[src/sv/assert_macros.svh]
// assertion macros shared by the crank detect and auto tare rtl
// every macro samples on clk and is disabled while rst_n is low
`ifndef ASSERT_MACROS_SVH
`define ASSERT_MACROS_SVH

// condition holds at every clock edge
`define SCD_ASSERT(lbl, expr, msg) \
    lbl: assert property (@(posedge clk) disable iff (!rst_n) (expr)) else $error(msg);

// consequent holds in the same cycle as the antecedent
`define SCD_ASSERT_IMP(lbl, ante, cons, msg) \
    lbl: assert property (@(posedge clk) disable iff (!rst_n) (ante) |-> (cons)) \
        else $error(msg);

// consequent holds in the cycle after the antecedent
`define SCD_ASSERT_NXT(lbl, ante, cons, msg) \
    lbl: assert property (@(posedge clk) disable iff (!rst_n) (ante) |=> (cons)) \
        else $error(msg);

`endif

[src/sv/scd_pkg.sv]
// shared types and constants for the crank detect and auto tare unit
// no dependencies
`default_nettype none

package scd_pkg;

    localparam int STORE_DEPTH  = 64;
    localparam int CRANK_MIN_MS = 100;

    localparam int SAMPLE_W   = 24;
    localparam int TIME_W     = 32;
    localparam int IDX_W      = $clog2(STORE_DEPTH);
    localparam int CNT_W      = $clog2(STORE_DEPTH + 1);
    localparam int ADDR_W     = IDX_W + 2;
    localparam int SUM_W      = SAMPLE_W + CNT_W + 1;
    localparam int DIV_CNT_W  = $clog2(SUM_W + 1);
    localparam int CFG_IDX_W  = 3;
    localparam int CFG_DATA_W = 32;
    localparam int WIN_W      = 7;
    localparam int RANGE_W    = 16;

    // configuration register indexes
    localparam logic [CFG_IDX_W-1:0] CFG_MOTION_EN  = 3'd0;
    localparam logic [CFG_IDX_W-1:0] CFG_THR_HIGH   = 3'd1;
    localparam logic [CFG_IDX_W-1:0] CFG_THR_LOW    = 3'd2;
    localparam logic [CFG_IDX_W-1:0] CFG_NEG_MODE   = 3'd3;
    localparam logic [CFG_IDX_W-1:0] CFG_TARE_EN    = 3'd4;
    localparam logic [CFG_IDX_W-1:0] CFG_TARE_DELAY = 3'd5;
    localparam logic [CFG_IDX_W-1:0] CFG_TARE_WIN   = 3'd6;
    localparam logic [CFG_IDX_W-1:0] CFG_TARE_RANGE = 3'd7;

    // item opcodes
    localparam logic OP_SAMPLE = 1'b0;
    localparam logic OP_READ   = 1'b1;

    typedef enum logic [1:0] {
        NEG_KEEP,
        NEG_CLAMP,
        NEG_DISCARD,
        NEG_ABS
    } neg_mode_t;

    typedef enum logic [2:0] {
        S_IDLE,
        S_START,
        S_PREP,
        S_SCAN,
        S_LAST,
        S_DIVLD,
        S_DIV,
        S_FIN
    } scd_state_t;

    // controller to datapath
    typedef struct packed {
        logic capture;
        logic start;
        logic prep;
        logic scan;
        logic div_load;
        logic fin;
    } scd_cmd_t;

    // datapath to controller
    typedef struct packed {
        logic op_read;
        logic scan_go;
        logic scan_last;
        logic div_done;
        logic out_free;
    } scd_status_t;

endpackage

`default_nettype wire

[src/sv/scd_ram.sv]
// generic single write, single read ram with registered read data
// no dependencies
`default_nettype none

module scd_ram #(
    parameter int WIDTH = 24,
    parameter int DEPTH = 64
) (
    input  wire logic                     clk,
    input  wire logic                     we,
    input  wire logic [$clog2(DEPTH)-1:0] waddr,
    input  wire logic [WIDTH-1:0]         wdata,
    input  wire logic [$clog2(DEPTH)-1:0] raddr,
    output logic      [WIDTH-1:0]         rdata
);

    logic [WIDTH-1:0] mem [DEPTH];

    // write port and registered read port
    always_ff @(posedge clk)
    begin
        if (we)
        begin
            mem[waddr] <= wdata;
        end
        rdata <= mem[raddr];
    end

endmodule

`default_nettype wire

[src/sv/scd_div.sv]
// restoring divider, one quotient bit per cycle, for the store average
// depends on scd_pkg
`default_nettype none

module scd_div (
    input  wire logic                       clk,
    input  wire logic                       rst_n,
    input  wire logic                       start,
    input  wire logic [scd_pkg::SUM_W-1:0]  dividend,
    input  wire logic [scd_pkg::CNT_W-1:0]  divisor,
    output logic                            done,
    output logic      [scd_pkg::SUM_W-1:0]  quotient
);
    import scd_pkg::*;

    logic                 busy_reg;
    logic [DIV_CNT_W-1:0] cnt_reg;
    logic [SUM_W-1:0]     q_reg;
    logic [CNT_W-1:0]     rem_reg;
    logic [CNT_W:0]       shifted;
    logic                 fits;

    // trial subtract of the shifted remainder
    always_comb
    begin
        shifted = {rem_reg, q_reg[SUM_W-1]};
        fits    = shifted >= {1'b0, divisor};
    end

    // iteration control
    always_ff @(posedge clk or negedge rst_n)
    begin
        if (!rst_n)
        begin
            busy_reg <= 1'b0;
            cnt_reg  <= '0;
        end
        else if (start)
        begin
            busy_reg <= 1'b1;
            cnt_reg  <= DIV_CNT_W'(SUM_W);
        end
        else if (busy_reg)
        begin
            cnt_reg <= cnt_reg - DIV_CNT_W'(1);
            if (cnt_reg == DIV_CNT_W'(1))
            begin
                busy_reg <= 1'b0;
            end
        end
    end

    // quotient and remainder shift
    always_ff @(posedge clk)
    begin
        if (start)
        begin
            q_reg   <= dividend;
            rem_reg <= '0;
        end
        else if (busy_reg)
        begin
            q_reg   <= {q_reg[SUM_W-2:0], fits};
            rem_reg <= fits ? CNT_W'(shifted - {1'b0, divisor}) : CNT_W'(shifted);
        end
    end

    assign done     = !busy_reg;
    assign quotient = q_reg;

endmodule

`default_nettype wire

[src/sv/scd_ctrl.sv]
// controller state machine sequencing one item through the datapath
// depends on scd_pkg and assert_macros.svh
`default_nettype none
`include "assert_macros.svh"

module scd_ctrl (
    input  wire logic                 clk,
    input  wire logic                 rst_n,
    input  wire logic                 in_valid,
    output logic                      in_ready,
    input  wire scd_pkg::scd_status_t status,
    output scd_pkg::scd_cmd_t         cmd
);
    import scd_pkg::*;

    scd_state_t state_reg;
    scd_state_t state_next;

    always_ff @(posedge clk or negedge rst_n)
    begin
        if (!rst_n)
        begin
            state_reg <= S_IDLE;
        end
        else
        begin
            state_reg <= state_next;
        end
    end

    // next state
    always_comb
    begin
        state_next = state_reg;
        case (state_reg)
            S_IDLE:
            begin
                if (in_valid)
                begin
                    state_next = S_START;
                end
            end
            S_START: state_next = S_PREP;
            S_PREP:  state_next = status.scan_go ? S_SCAN : S_FIN;
            S_SCAN:
            begin
                if (status.scan_last)
                begin
                    state_next = S_LAST;
                end
            end
            S_LAST:  state_next = status.op_read ? S_DIVLD : S_FIN;
            S_DIVLD: state_next = S_DIV;
            S_DIV:
            begin
                if (status.div_done)
                begin
                    state_next = S_FIN;
                end
            end
            S_FIN:
            begin
                if (status.out_free)
                begin
                    state_next = S_IDLE;
                end
            end
            default: state_next = S_IDLE;
        endcase
    end

    // commands
    always_comb
    begin
        cmd      = '0;
        in_ready = 1'b0;
        case (state_reg)
            S_IDLE:
            begin
                in_ready    = 1'b1;
                cmd.capture = in_valid;
            end
            S_START: cmd.start    = 1'b1;
            S_PREP:  cmd.prep     = 1'b1;
            S_SCAN:  cmd.scan     = 1'b1;
            S_DIVLD: cmd.div_load = 1'b1;
            S_FIN:   cmd.fin      = status.out_free;
            default: cmd          = '0;
        endcase
    end

    `SCD_ASSERT_NXT(a_capture_starts, cmd.capture, state_reg == S_START, "capture did not start")
    `SCD_ASSERT_NXT(a_fin_holds, state_reg == S_FIN && !status.out_free, state_reg == S_FIN,
        "result dropped while output busy")
    `SCD_ASSERT_IMP(a_scan_from_prep, cmd.scan, state_reg == S_SCAN, "scan outside scan state")

endmodule

`default_nettype wire

[src/sv/scd_dp.sv]
// datapath: config, sample store, crank detector, tare scan, average
// depends on scd_pkg, scd_ram, scd_div and assert_macros.svh
`default_nettype none
`include "assert_macros.svh"

module scd_dp (
    input  wire logic                              clk,
    input  wire logic                              rst_n,
    input  wire scd_pkg::scd_cmd_t                 cmd,
    output scd_pkg::scd_status_t                   status,
    input  wire logic                              cfg_we,
    input  wire logic [scd_pkg::CFG_IDX_W-1:0]     cfg_index,
    input  wire logic [scd_pkg::CFG_DATA_W-1:0]    cfg_data,
    input  wire logic                              opcode,
    input  wire logic signed [scd_pkg::SAMPLE_W-1:0] sample_grams,
    input  wire logic [scd_pkg::TIME_W-1:0]        time_ms,
    input  wire logic                              clear_store,
    output logic                                   out_valid,
    input  wire logic                              out_ready,
    output logic                                   crank_event,
    output logic [scd_pkg::TIME_W-1:0]             revolution_count,
    output logic [scd_pkg::TIME_W-1:0]             crank_interval_ms,
    output logic                                   tare_request,
    output logic signed [scd_pkg::SAMPLE_W-1:0]    average_grams,
    output logic                                   average_valid
);
    import scd_pkg::*;

    // configuration
    logic                       motion_en_reg;
    logic signed [SAMPLE_W-1:0] thr_high_reg;
    logic signed [SAMPLE_W-1:0] thr_low_reg;
    neg_mode_t                  neg_mode_reg;
    logic                       tare_en_reg;
    logic [TIME_W-1:0]          delay_reg;
    logic [WIN_W-1:0]           win_reg;
    logic [RANGE_W-1:0]         range_reg;

    // captured item
    logic                       op_reg;
    logic                       clr_reg;
    logic signed [SAMPLE_W-1:0] s_reg;
    logic [TIME_W-1:0]          t_reg;

    // persistent state
    logic [IDX_W-1:0]           head_reg;
    logic [CNT_W-1:0]           count_reg;
    logic                       armed_reg;
    logic [TIME_W-1:0]          lct_reg;
    logic [TIME_W-1:0]          rev_reg;
    logic [TIME_W-1:0]          ltt_reg;

    // per item work
    logic                       ev_reg;
    logic [TIME_W-1:0]          intv_reg;
    logic                       tare_pend_reg;
    logic                       avg_valid_reg;
    logic [CNT_W-1:0]           len_reg;
    logic [CNT_W-1:0]           k_reg;
    logic                       rd_pend_reg;
    logic                       first_reg;
    logic signed [SAMPLE_W-1:0] mn_reg;
    logic signed [SAMPLE_W-1:0] mx_reg;
    logic signed [SUM_W-1:0]    sum_reg;
    logic [CNT_W-1:0]           n_reg;

    // output register
    logic                       out_valid_reg;
    logic                       ev_out_reg;
    logic [TIME_W-1:0]          rev_out_reg;
    logic [TIME_W-1:0]          intv_out_reg;
    logic                       tare_out_reg;
    logic signed [SAMPLE_W-1:0] avg_out_reg;
    logic                       avg_valid_out_reg;

    // combinational
    logic [TIME_W-1:0]          dt;
    logic [TIME_W-1:0]          cutoff;
    logic                       tare_cond;
    logic [CNT_W-1:0]           win_len;
    logic [ADDR_W-1:0]          addr_raw;
    logic [IDX_W-1:0]           head_inc;
    logic                       ram_we;
    logic [IDX_W-1:0]           ram_raddr;
    logic [SAMPLE_W-1:0]        ram_rdata;
    logic signed [SAMPLE_W-1:0] rd_v;
    logic signed [SAMPLE_W:0]   term;
    logic                       take;
    logic                       sum_neg;
    logic [SUM_W-1:0]           sum_mag;
    logic                       div_done;
    logic [SUM_W-1:0]           quot;
    logic signed [SAMPLE_W-1:0] avg_res;
    logic signed [SAMPLE_W:0]   spread;
    logic                       tare_res;
    logic                       out_free;

    // configuration writes
    always_ff @(posedge clk or negedge rst_n)
    begin
        if (!rst_n)
        begin
            motion_en_reg <= 1'b1;
            thr_high_reg  <= '0;
            thr_low_reg   <= '0;
            neg_mode_reg  <= NEG_KEEP;
            tare_en_reg   <= 1'b0;
            delay_reg     <= '0;
            win_reg       <= '0;
            range_reg     <= '0;
        end
        else if (cfg_we)
        begin
            case (cfg_index)
                CFG_MOTION_EN:  motion_en_reg <= cfg_data[0];
                CFG_THR_HIGH:   thr_high_reg  <= $signed(cfg_data[SAMPLE_W-1:0]);
                CFG_THR_LOW:    thr_low_reg   <= $signed(cfg_data[SAMPLE_W-1:0]);
                CFG_NEG_MODE:   neg_mode_reg  <= neg_mode_t'(cfg_data[1:0]);
                CFG_TARE_EN:    tare_en_reg   <= cfg_data[0];
                CFG_TARE_DELAY: delay_reg     <= cfg_data[TIME_W-1:0];
                CFG_TARE_WIN:   win_reg       <= cfg_data[WIN_W-1:0];
                CFG_TARE_RANGE: range_reg     <= cfg_data[RANGE_W-1:0];
                default:        motion_en_reg <= motion_en_reg;
            endcase
        end
    end

    // item capture
    always_ff @(posedge clk)
    begin
        if (cmd.capture)
        begin
            op_reg  <= opcode;
            clr_reg <= clear_store;
            s_reg   <= sample_grams;
            t_reg   <= time_ms;
        end
    end

    // crank timing and tare gating
    always_comb
    begin
        dt        = t_reg - lct_reg;
        cutoff    = t_reg - delay_reg;
        tare_cond = tare_en_reg && (delay_reg < t_reg) && (lct_reg < cutoff)
                    && (ltt_reg < cutoff);
        win_len   = (32'(win_reg) > 32'(count_reg)) ? count_reg : CNT_W'(win_reg);
        head_inc  = (head_reg == IDX_W'(STORE_DEPTH - 1)) ? '0 : head_reg + IDX_W'(1);
    end

    // store read address: newest first for tare, oldest first for read
    always_comb
    begin
        if (op_reg == OP_READ)
        begin
            addr_raw = ADDR_W'(head_reg) + ADDR_W'(STORE_DEPTH) - ADDR_W'(count_reg)
                       + ADDR_W'(k_reg);
        end
        else
        begin
            addr_raw = ADDR_W'(head_reg) + ADDR_W'(STORE_DEPTH) - ADDR_W'(1)
                       - ADDR_W'(k_reg);
        end
        ram_raddr = (addr_raw >= ADDR_W'(STORE_DEPTH)) ?
                    IDX_W'(addr_raw - ADDR_W'(STORE_DEPTH)) : IDX_W'(addr_raw);
        ram_we    = cmd.start && (op_reg == OP_SAMPLE);
    end

    scd_ram #(
        .WIDTH(SAMPLE_W),
        .DEPTH(STORE_DEPTH)
    ) u_store (
        .clk  (clk),
        .we   (ram_we),
        .waddr(head_reg),
        .wdata(s_reg),
        .raddr(ram_raddr),
        .rdata(ram_rdata)
    );

    // negative mode term for the average
    always_comb
    begin
        rd_v = $signed(ram_rdata);
        term = (SAMPLE_W + 1)'(rd_v);
        take = 1'b1;
        case (neg_mode_reg)
            NEG_KEEP:    term = (SAMPLE_W + 1)'(rd_v);
            NEG_CLAMP:   term = rd_v[SAMPLE_W-1] ? '0 : (SAMPLE_W + 1)'(rd_v);
            NEG_DISCARD: take = !rd_v[SAMPLE_W-1];
            NEG_ABS:     term = rd_v[SAMPLE_W-1] ? -(SAMPLE_W + 1)'(rd_v)
                                                 : (SAMPLE_W + 1)'(rd_v);
            default:     term = (SAMPLE_W + 1)'(rd_v);
        endcase
    end

    // store pointers and crank detector
    always_ff @(posedge clk or negedge rst_n)
    begin
        if (!rst_n)
        begin
            head_reg  <= '0;
            count_reg <= '0;
            armed_reg <= 1'b0;
            lct_reg   <= '0;
            rev_reg   <= '0;
            ltt_reg   <= '0;
            ev_reg    <= 1'b0;
            intv_reg  <= '0;
        end
        else
        begin
            if (cmd.capture)
            begin
                ev_reg   <= 1'b0;
                intv_reg <= '0;
            end
            if (cmd.start && op_reg == OP_SAMPLE)
            begin
                head_reg <= head_inc;
                if (count_reg < CNT_W'(STORE_DEPTH))
                begin
                    count_reg <= count_reg + CNT_W'(1);
                end
                if (motion_en_reg)
                begin
                    if (!armed_reg)
                    begin
                        if (s_reg <= thr_low_reg)
                        begin
                            armed_reg <= 1'b1;
                        end
                    end
                    else if (thr_high_reg <= s_reg)
                    begin
                        armed_reg <= 1'b0;
                        if (lct_reg != '0)
                        begin
                            if (TIME_W'(CRANK_MIN_MS) < dt)
                            begin
                                rev_reg  <= rev_reg + TIME_W'(1);
                                lct_reg  <= t_reg;
                                ev_reg   <= 1'b1;
                                intv_reg <= dt;
                            end
                        end
                        else
                        begin
                            lct_reg <= t_reg;
                        end
                    end
                end
            end
            if (cmd.prep && op_reg == OP_SAMPLE && tare_cond)
            begin
                ltt_reg <= t_reg;
            end
            if (cmd.fin && op_reg == OP_READ && clr_reg)
            begin
                head_reg  <= '0;
                count_reg <= '0;
            end
        end
    end

    // scan sequencing
    always_ff @(posedge clk or negedge rst_n)
    begin
        if (!rst_n)
        begin
            rd_pend_reg   <= 1'b0;
            tare_pend_reg <= 1'b0;
            avg_valid_reg <= 1'b0;
            k_reg         <= '0;
            len_reg       <= '0;
        end
        else
        begin
            rd_pend_reg <= cmd.scan;
            if (cmd.prep)
            begin
                k_reg         <= '0;
                len_reg       <= (op_reg == OP_READ) ? count_reg : win_len;
                tare_pend_reg <= (op_reg == OP_SAMPLE) && status.scan_go;
                avg_valid_reg <= (op_reg == OP_READ) && status.scan_go;
            end
            else if (cmd.scan)
            begin
                k_reg <= k_reg + CNT_W'(1);
            end
        end
    end

    // min, max and sum accumulation on returned data
    always_ff @(posedge clk)
    begin
        if (cmd.prep)
        begin
            first_reg <= 1'b1;
            mn_reg    <= '0;
            mx_reg    <= '0;
            sum_reg   <= '0;
            n_reg     <= '0;
        end
        else if (rd_pend_reg)
        begin
            if (op_reg == OP_READ)
            begin
                if (take)
                begin
                    sum_reg <= sum_reg + SUM_W'(term);
                    n_reg   <= n_reg + CNT_W'(1);
                end
            end
            else
            begin
                first_reg <= 1'b0;
                if (first_reg || rd_v < mn_reg)
                begin
                    mn_reg <= rd_v;
                end
                if (first_reg || rd_v > mx_reg)
                begin
                    mx_reg <= rd_v;
                end
            end
        end
    end

    // magnitude division of the sum
    always_comb
    begin
        sum_neg = sum_reg[SUM_W-1];
        sum_mag = sum_neg ? SUM_W'(-sum_reg) : SUM_W'(sum_reg);
    end

    scd_div u_div (
        .clk     (clk),
        .rst_n   (rst_n),
        .start   (cmd.div_load),
        .dividend(sum_mag),
        .divisor (n_reg),
        .done    (div_done),
        .quotient(quot)
    );

    // signed average with saturation, tare spread check
    always_comb
    begin
        if (!avg_valid_reg || n_reg == '0)
        begin
            avg_res = '0;
        end
        else if (sum_neg)
        begin
            avg_res = (quot >= SUM_W'(2 ** (SAMPLE_W - 1))) ? {1'b1, {(SAMPLE_W - 1){1'b0}}}
                                                              : -$signed(quot[SAMPLE_W-1:0]);
        end
        else
        begin
            avg_res = (quot > SUM_W'(2 ** (SAMPLE_W - 1) - 1)) ?
                      {1'b0, {(SAMPLE_W - 1){1'b1}}} : $signed(quot[SAMPLE_W-1:0]);
        end
        spread   = (SAMPLE_W + 1)'(mx_reg) - (SAMPLE_W + 1)'(mn_reg);
        tare_res = tare_pend_reg
                   && (spread < $signed({{(SAMPLE_W + 1 - RANGE_W){1'b0}}, range_reg}));
        out_free = !out_valid_reg || out_ready;
    end

    // output register
    always_ff @(posedge clk or negedge rst_n)
    begin
        if (!rst_n)
        begin
            out_valid_reg <= 1'b0;
        end
        else if (cmd.fin)
        begin
            out_valid_reg <= 1'b1;
        end
        else if (out_ready)
        begin
            out_valid_reg <= 1'b0;
        end
    end

    always_ff @(posedge clk)
    begin
        if (cmd.fin)
        begin
            rev_out_reg <= rev_reg;
            if (op_reg == OP_READ)
            begin
                ev_out_reg        <= 1'b0;
                intv_out_reg      <= '0;
                tare_out_reg      <= 1'b0;
                avg_out_reg       <= avg_res;
                avg_valid_out_reg <= avg_valid_reg;
            end
            else
            begin
                ev_out_reg        <= ev_reg;
                intv_out_reg      <= intv_reg;
                tare_out_reg      <= tare_res;
                avg_out_reg       <= '0;
                avg_valid_out_reg <= 1'b0;
            end
        end
    end

    // status back to the controller
    always_comb
    begin
        status.op_read   = (op_reg == OP_READ);
        status.scan_go   = (op_reg == OP_READ) ? (count_reg != '0)
                                               : (tare_cond && win_len != '0);
        status.scan_last = (k_reg == len_reg - CNT_W'(1));
        status.div_done  = div_done;
        status.out_free  = out_free;
    end

    assign out_valid         = out_valid_reg;
    assign crank_event       = ev_out_reg;
    assign revolution_count  = rev_out_reg;
    assign crank_interval_ms = intv_out_reg;
    assign tare_request      = tare_out_reg;
    assign average_grams     = avg_out_reg;
    assign average_valid     = avg_valid_out_reg;

    `SCD_ASSERT(a_count_bound, count_reg <= CNT_W'(STORE_DEPTH), "store count above depth")
    `SCD_ASSERT_IMP(a_head_tracks, count_reg < CNT_W'(STORE_DEPTH),
        CNT_W'(head_reg) == count_reg, "head out of step with count before full")
    `SCD_ASSERT_NXT(a_fin_loads, cmd.fin, out_valid_reg, "finished item not presented")

endmodule

`default_nettype wire

[src/sv/strain_crank_detect_autotare_unit.sv]
// Crank detect and auto tare unit: sample store, hysteresis detector, tare scan, average.
// One item at a time. Sample op: store write and crank detect, plus a tare window scan when it runs.
// Read op: store scan of one ram read a cycle, then a one bit per cycle divider.
// An output register lets the next item in while a result waits.
// Reset (rst_n, async, active low) clears config to defaults and the store to empty.
// depends on scd_pkg, scd_ctrl, scd_dp
`default_nettype none

module strain_crank_detect_autotare_unit (
    input  wire logic                                clk,
    input  wire logic                                rst_n,
    input  wire logic                                cfg_we,
    input  wire logic [scd_pkg::CFG_IDX_W-1:0]       cfg_index,
    input  wire logic [scd_pkg::CFG_DATA_W-1:0]      cfg_data,
    input  wire logic                                in_valid,
    output logic                                     in_ready,
    input  wire logic                                opcode,
    input  wire logic signed [scd_pkg::SAMPLE_W-1:0] sample_grams,
    input  wire logic [scd_pkg::TIME_W-1:0]          time_ms,
    input  wire logic                                clear_store,
    output logic                                     out_valid,
    input  wire logic                                out_ready,
    output logic                                     crank_event,
    output logic [scd_pkg::TIME_W-1:0]               revolution_count,
    output logic [scd_pkg::TIME_W-1:0]               crank_interval_ms,
    output logic                                     tare_request,
    output logic signed [scd_pkg::SAMPLE_W-1:0]      average_grams,
    output logic                                     average_valid
);
    import scd_pkg::*;

    scd_cmd_t    cmd;
    scd_status_t status;

    scd_ctrl u_ctrl (
        .clk     (clk),
        .rst_n   (rst_n),
        .in_valid(in_valid),
        .in_ready(in_ready),
        .status  (status),
        .cmd     (cmd)
    );

    scd_dp u_dp (
        .clk              (clk),
        .rst_n            (rst_n),
        .cmd              (cmd),
        .status           (status),
        .cfg_we           (cfg_we),
        .cfg_index        (cfg_index),
        .cfg_data         (cfg_data),
        .opcode           (opcode),
        .sample_grams     (sample_grams),
        .time_ms          (time_ms),
        .clear_store      (clear_store),
        .out_valid        (out_valid),
        .out_ready        (out_ready),
        .crank_event      (crank_event),
        .revolution_count (revolution_count),
        .crank_interval_ms(crank_interval_ms),
        .tare_request     (tare_request),
        .average_grams    (average_grams),
        .average_valid    (average_valid)
    );

endmodule

`default_nettype wire

[config.mk]
export PLATFORM = sky130hd
export DESIGN_NAME = strain_crank_detect_autotare_unit
export DESIGN_NICKNAME = d
export VERILOG_FILES = /design/src/sv/scd_pkg.sv /design/src/sv/scd_ram.sv /design/src/sv/scd_div.sv /design/src/sv/scd_ctrl.sv /design/src/sv/scd_dp.sv /design/src/sv/strain_crank_detect_autotare_unit.sv
export VERILOG_INCLUDE_DIRS = /design/src /design/src/sv
export SDC_FILE = /design/constraint.sdc
export NUM_CORES = 2
export LEC_CHECK = 0
export BUFFER_PORTS_ARGS = -buffer_cell sky130_fd_sc_hd__buf_2
export CAP_MARGIN = 20
export CORE_MARGIN = 4
export CORE_UTILIZATION = 60
export DETAILED_ROUTE_END_ITERATION = 16
export GPL_ROUTABILITY_DRIVEN = 0
export GPL_TIMING_DRIVEN = 0
export PLACE_DENSITY = 0.81
export SKIP_LAST_GASP = 1
export SYNTH_ARGS = -nofsm -noshare
export SYNTH_HDL_FRONTEND = slang
export SYNTH_HIERARCHICAL = 1
export SYNTH_SLANG_ARGS = --single-unit
[constraint.sdc]
create_clock -name clk -period 10 [get_ports clk]
set_clock_uncertainty 0.2 [all_clocks]
set_input_delay 2 -clock clk [delete_from_list [all_inputs] [get_ports clk]]
set_output_delay 2 -clock clk [all_outputs]
set_load 0.005 [all_outputs]
==> flow_metrics.env <==
export IMPL_status="finished, final reports clean"
export IMPL_ys_warn_count=6
export IMPL_crit_chain="clkbuf_1, clkbuf_1, nand2_1, o21ai_0, buf_2, buf_2, buf_2, buf_1, mux4_2, o22ai_1, nor2_1, nand3_1, o21ai_1"
export IMPL_synth_distinct_cells=103
export IMPL_period_share_pct=69.4
export IMPL_wl_met1_mm=92.6
export IMPL_regMostFlops="u_dp/u_store/mem"
export IMPL_fin_nets=7142
export IMPL_synth_seq_cells=2114
export IMPL_met2_length_mm=127
export IMPL_hold_path_class="flop to flop"
export IMPL_fillers=9558
export IMPL_grt_pass1_wl_mm=399
export IMPL_max_clock_freq_ghz=0.144
export IMPL_clk_latency_ns=0.86
export IMPL_worst_path_max_delay_cell="buf_1"
export IMPL_vias=61543
export IMPL_coreArea_um2=156000
export IMPL_die_h_um=405
export IMPL_min_period_ns=6.94
export IMPL_grt_start_max_net_pins=116
export IMPL_worstPathMaxFanout=10
export IMPL_rows=145
export IMPL_portBuffers=186
export IMPL_root_buffer="clkbuf_16"
export IMPL_synth_edff_count=1717
export IMPL_start_util_pct=60.4
export IMPL_wirelength_mm=277
export IMPL_crit_arrival_ns=7.45
export IMPL_grt_pass1_vias=60796
export IMPL_htree_levels=4
export IMPL_postRouteAntennaNets=0
export IMPL_final_cell_mix="edfxtp_1, mux4_2, ha_1"
export IMPL_crit_required_ns=10.51
export IMPL_largest_register_ffs=1536
export IMPL_drtIter0Drc=9806
export IMPL_antenna_found_initial=23
export IMPL_firstDrtPassIters=10
export IMPL_synthFlopType="edfxtp_1"
export IMPL_maxSlewHeadroom_pct=4.91
export IMPL_async_flop_share_pct=13.2
export IMPL_setup_tns_final_ns=0
export IMPL_dieArea_um2=164000
export IMPL_syn_nets=6647
export IMPL_vias_per_cell=6.87
export IMPL_clockBufferDepth=3
export IMPL_critPathKind="flop to flop"
export IMPL_max_stage_delay_ns=0.93
export IMPL_crit_path_end_kind="flop"
export IMPL_dp_hpwl_mm=177
export IMPL_final_common_cell="edfxtp_1"
export IMPL_tightest_slew_ns=1.43
export IMPL_grt_overflow=0
export IMPL_highest_layer="met5"
export IMPL_cts_tree="done"
export IMPL_critPathTopFamily="buffers and inverters"
export IMPL_area_growth_pct=13.8
export IMPL_cp_common_cell="buf_2"
export IMPL_drc_errors=0
export IMPL_setup_viol=0
export IMPL_drv_cap=0
export IMPL_cts_repair_resized=0
export IMPL_grt_usage_pct=33.2
export IMPL_die_x_um=405
export IMPL_syn_area_per_cell_um2=15.2
export IMPL_netlist_area_um2=94400
export IMPL_synthCells=6214
export IMPL_startpoint_type="flop"
export IMPL_hold_viol=0
export IMPL_cts_setup_buffers=0
export IMPL_drive_above_1_share_pct=19.4
export IMPL_wl_per_cell_um=30.9
export IMPL_wl_met3_mm=36.3
export IMPL_cts_made_buffers=203
export IMPL_slew_violations=0
export IMPL_synth_seq_area_share_pct=64.5
export IMPL_path_clk_slew_ns=0.06
export IMPL_cts_hold_buf=0
export IMPL_clock_sinks=2114
export IMPL_ios=191
export IMPL_rsz0062_at_grt="no"
export IMPL_crit_buf_inv=6
worst reg2reg max path, stage by stage, from the launching register on:
cell and delay [ns]:
edfxtp_1 0.62, clkbuf_1 0.81, clkbuf_1 0.53, nand2_1 0.09, o21ai_0 0.34, buf_2 0.43
buf_2 0.39, buf_2 0.50, buf_1 0.93, mux4_2 0.41, o22ai_1 0.08, nor2_1 0.76
nand3_1 0.45, o21ai_1 0.30
Yosys cell counts (32+ instances only):
library cell	number	share of area [%]
o21ai_0	161	0.85
a221oi_1	61	0.57
mux4_2	336	8.0
a22oi_1	38	0.30
nand2_1	321	1.3
buf_2	48	0.25
o31ai_1	32	0.25
a211oi_1	33	0.26
o21a_1	38	0.30
nand3_1	83	0.44
mux2i_1	193	2.0
dfxtp_1	119	2.5
mux2_2	188	2.2
clkbuf_1	144	0.57
xnor2_1	134	1.2
dfrtp_1	277	7.3
o22ai_1	48	0.32
a21o_1	99	0.79
and3_1	36	0.24
xor2_1	65	0.60
nor2b_1	84	0.56
nand2b_1	90	0.60
nand4_1	76	0.50
a21oi_1	215	1.1
inv_1	275	1.1
nor3_1	81	0.43
or3_1	40	0.27
edfxtp_1	1717	55
nor4_1	35	0.23
ha_1	324	4.3
nor2_1	336	1.3
final timing paths:
kind / startpoint / to / slack (ns) / cells past startpoint
min in group asynchronous: rst_n / u_dp/lct_reg[24] / 0.91 / 1
max reg2reg: u_dp/op_reg / u_dp/u_store/rdata[10] / 3.06 / 13
max in group asynchronous: rst_n / u_dp/neg_mode_reg[1] / 7.72 / 2
min reg2reg: u_dp/rev_reg[31] / u_dp/rev_reg[31] / 0.28 / 1
min: u_dp/rev_reg[31] / u_dp/rev_reg[31] / 0.28 / 1
max: u_dp/op_reg / u_dp/u_store/rdata[10] / 3.06 / 13
through the flow:
| step | hold WS, ns | worst slack [ns] | std cells | util [%] | area, um^2 |
|---|---|---|---|---|---|
| 6_report | 0.276 | 3.06 | 8959 | 68.7 | 107000 |
| 3_3_place_gp | 0.256 | 0.836 | 8458 | 62.6 | 97900 |
| 5_1_grt | 0.284 | 2.95 | 8946 | 68.7 | 107000 |
| 4_1_cts | 0.274 | 3.23 | 8937 | 68.6 | 107000 |
| 2_1_floorplan | 0.237 | 2.47 | 6214 | - | 94400 |
| 3_5_place_dp | 0.267 | 3.28 | 8553 | 64.2 | 100000 |
cell type report:
cell class | instances | area (um^2) | area share, %
repair buffers | 290 | 3090 | 2.87
plain buffers | 271 | 1380 | 1.28
flip-flops and latches | 2114 | 60900 | 56.7
inverters | 278 | 1040 | 0.972
diodes | 13 | 32.5 | 0.0303
well taps | 2058 | 2570 | 2.40
clock inverters | 131 | 1520 | 1.41
clock buffers | 253 | 5370 | 5.00
multi-input cells | 3551 | 31500 | 29.3
cell families (layout without fill, tap and decap cells):
kind of cell | count (synthesis) | in the layout | synth area share (%)
buffers and inverters | 549 | 1223 | 2.56
and+or+nand+nor | 1293 | 1293 | 6.79
xor gates and xnor gates | 199 | 199 | 1.85
AOI/OAI and AO/OA | 973 | 973 | 7.05
muxes | 750 | 750 | 12.7
other | 0 | 13 | 0
adders and majority gates | 336 | 336 | 4.54
DFF | 2114 | 2114 | 64.5
layer usage:
metal	track usage, %	vias up
met1	41.4	30288
met5	0	-
li1	-	25145
met4	19.8	12
met3	10.4	1244
met2	51.6	4854
Power is left out: the tool's default activity adds up to more than one toggle a clock period on the data nets, which glitch-free logic cannot reach.
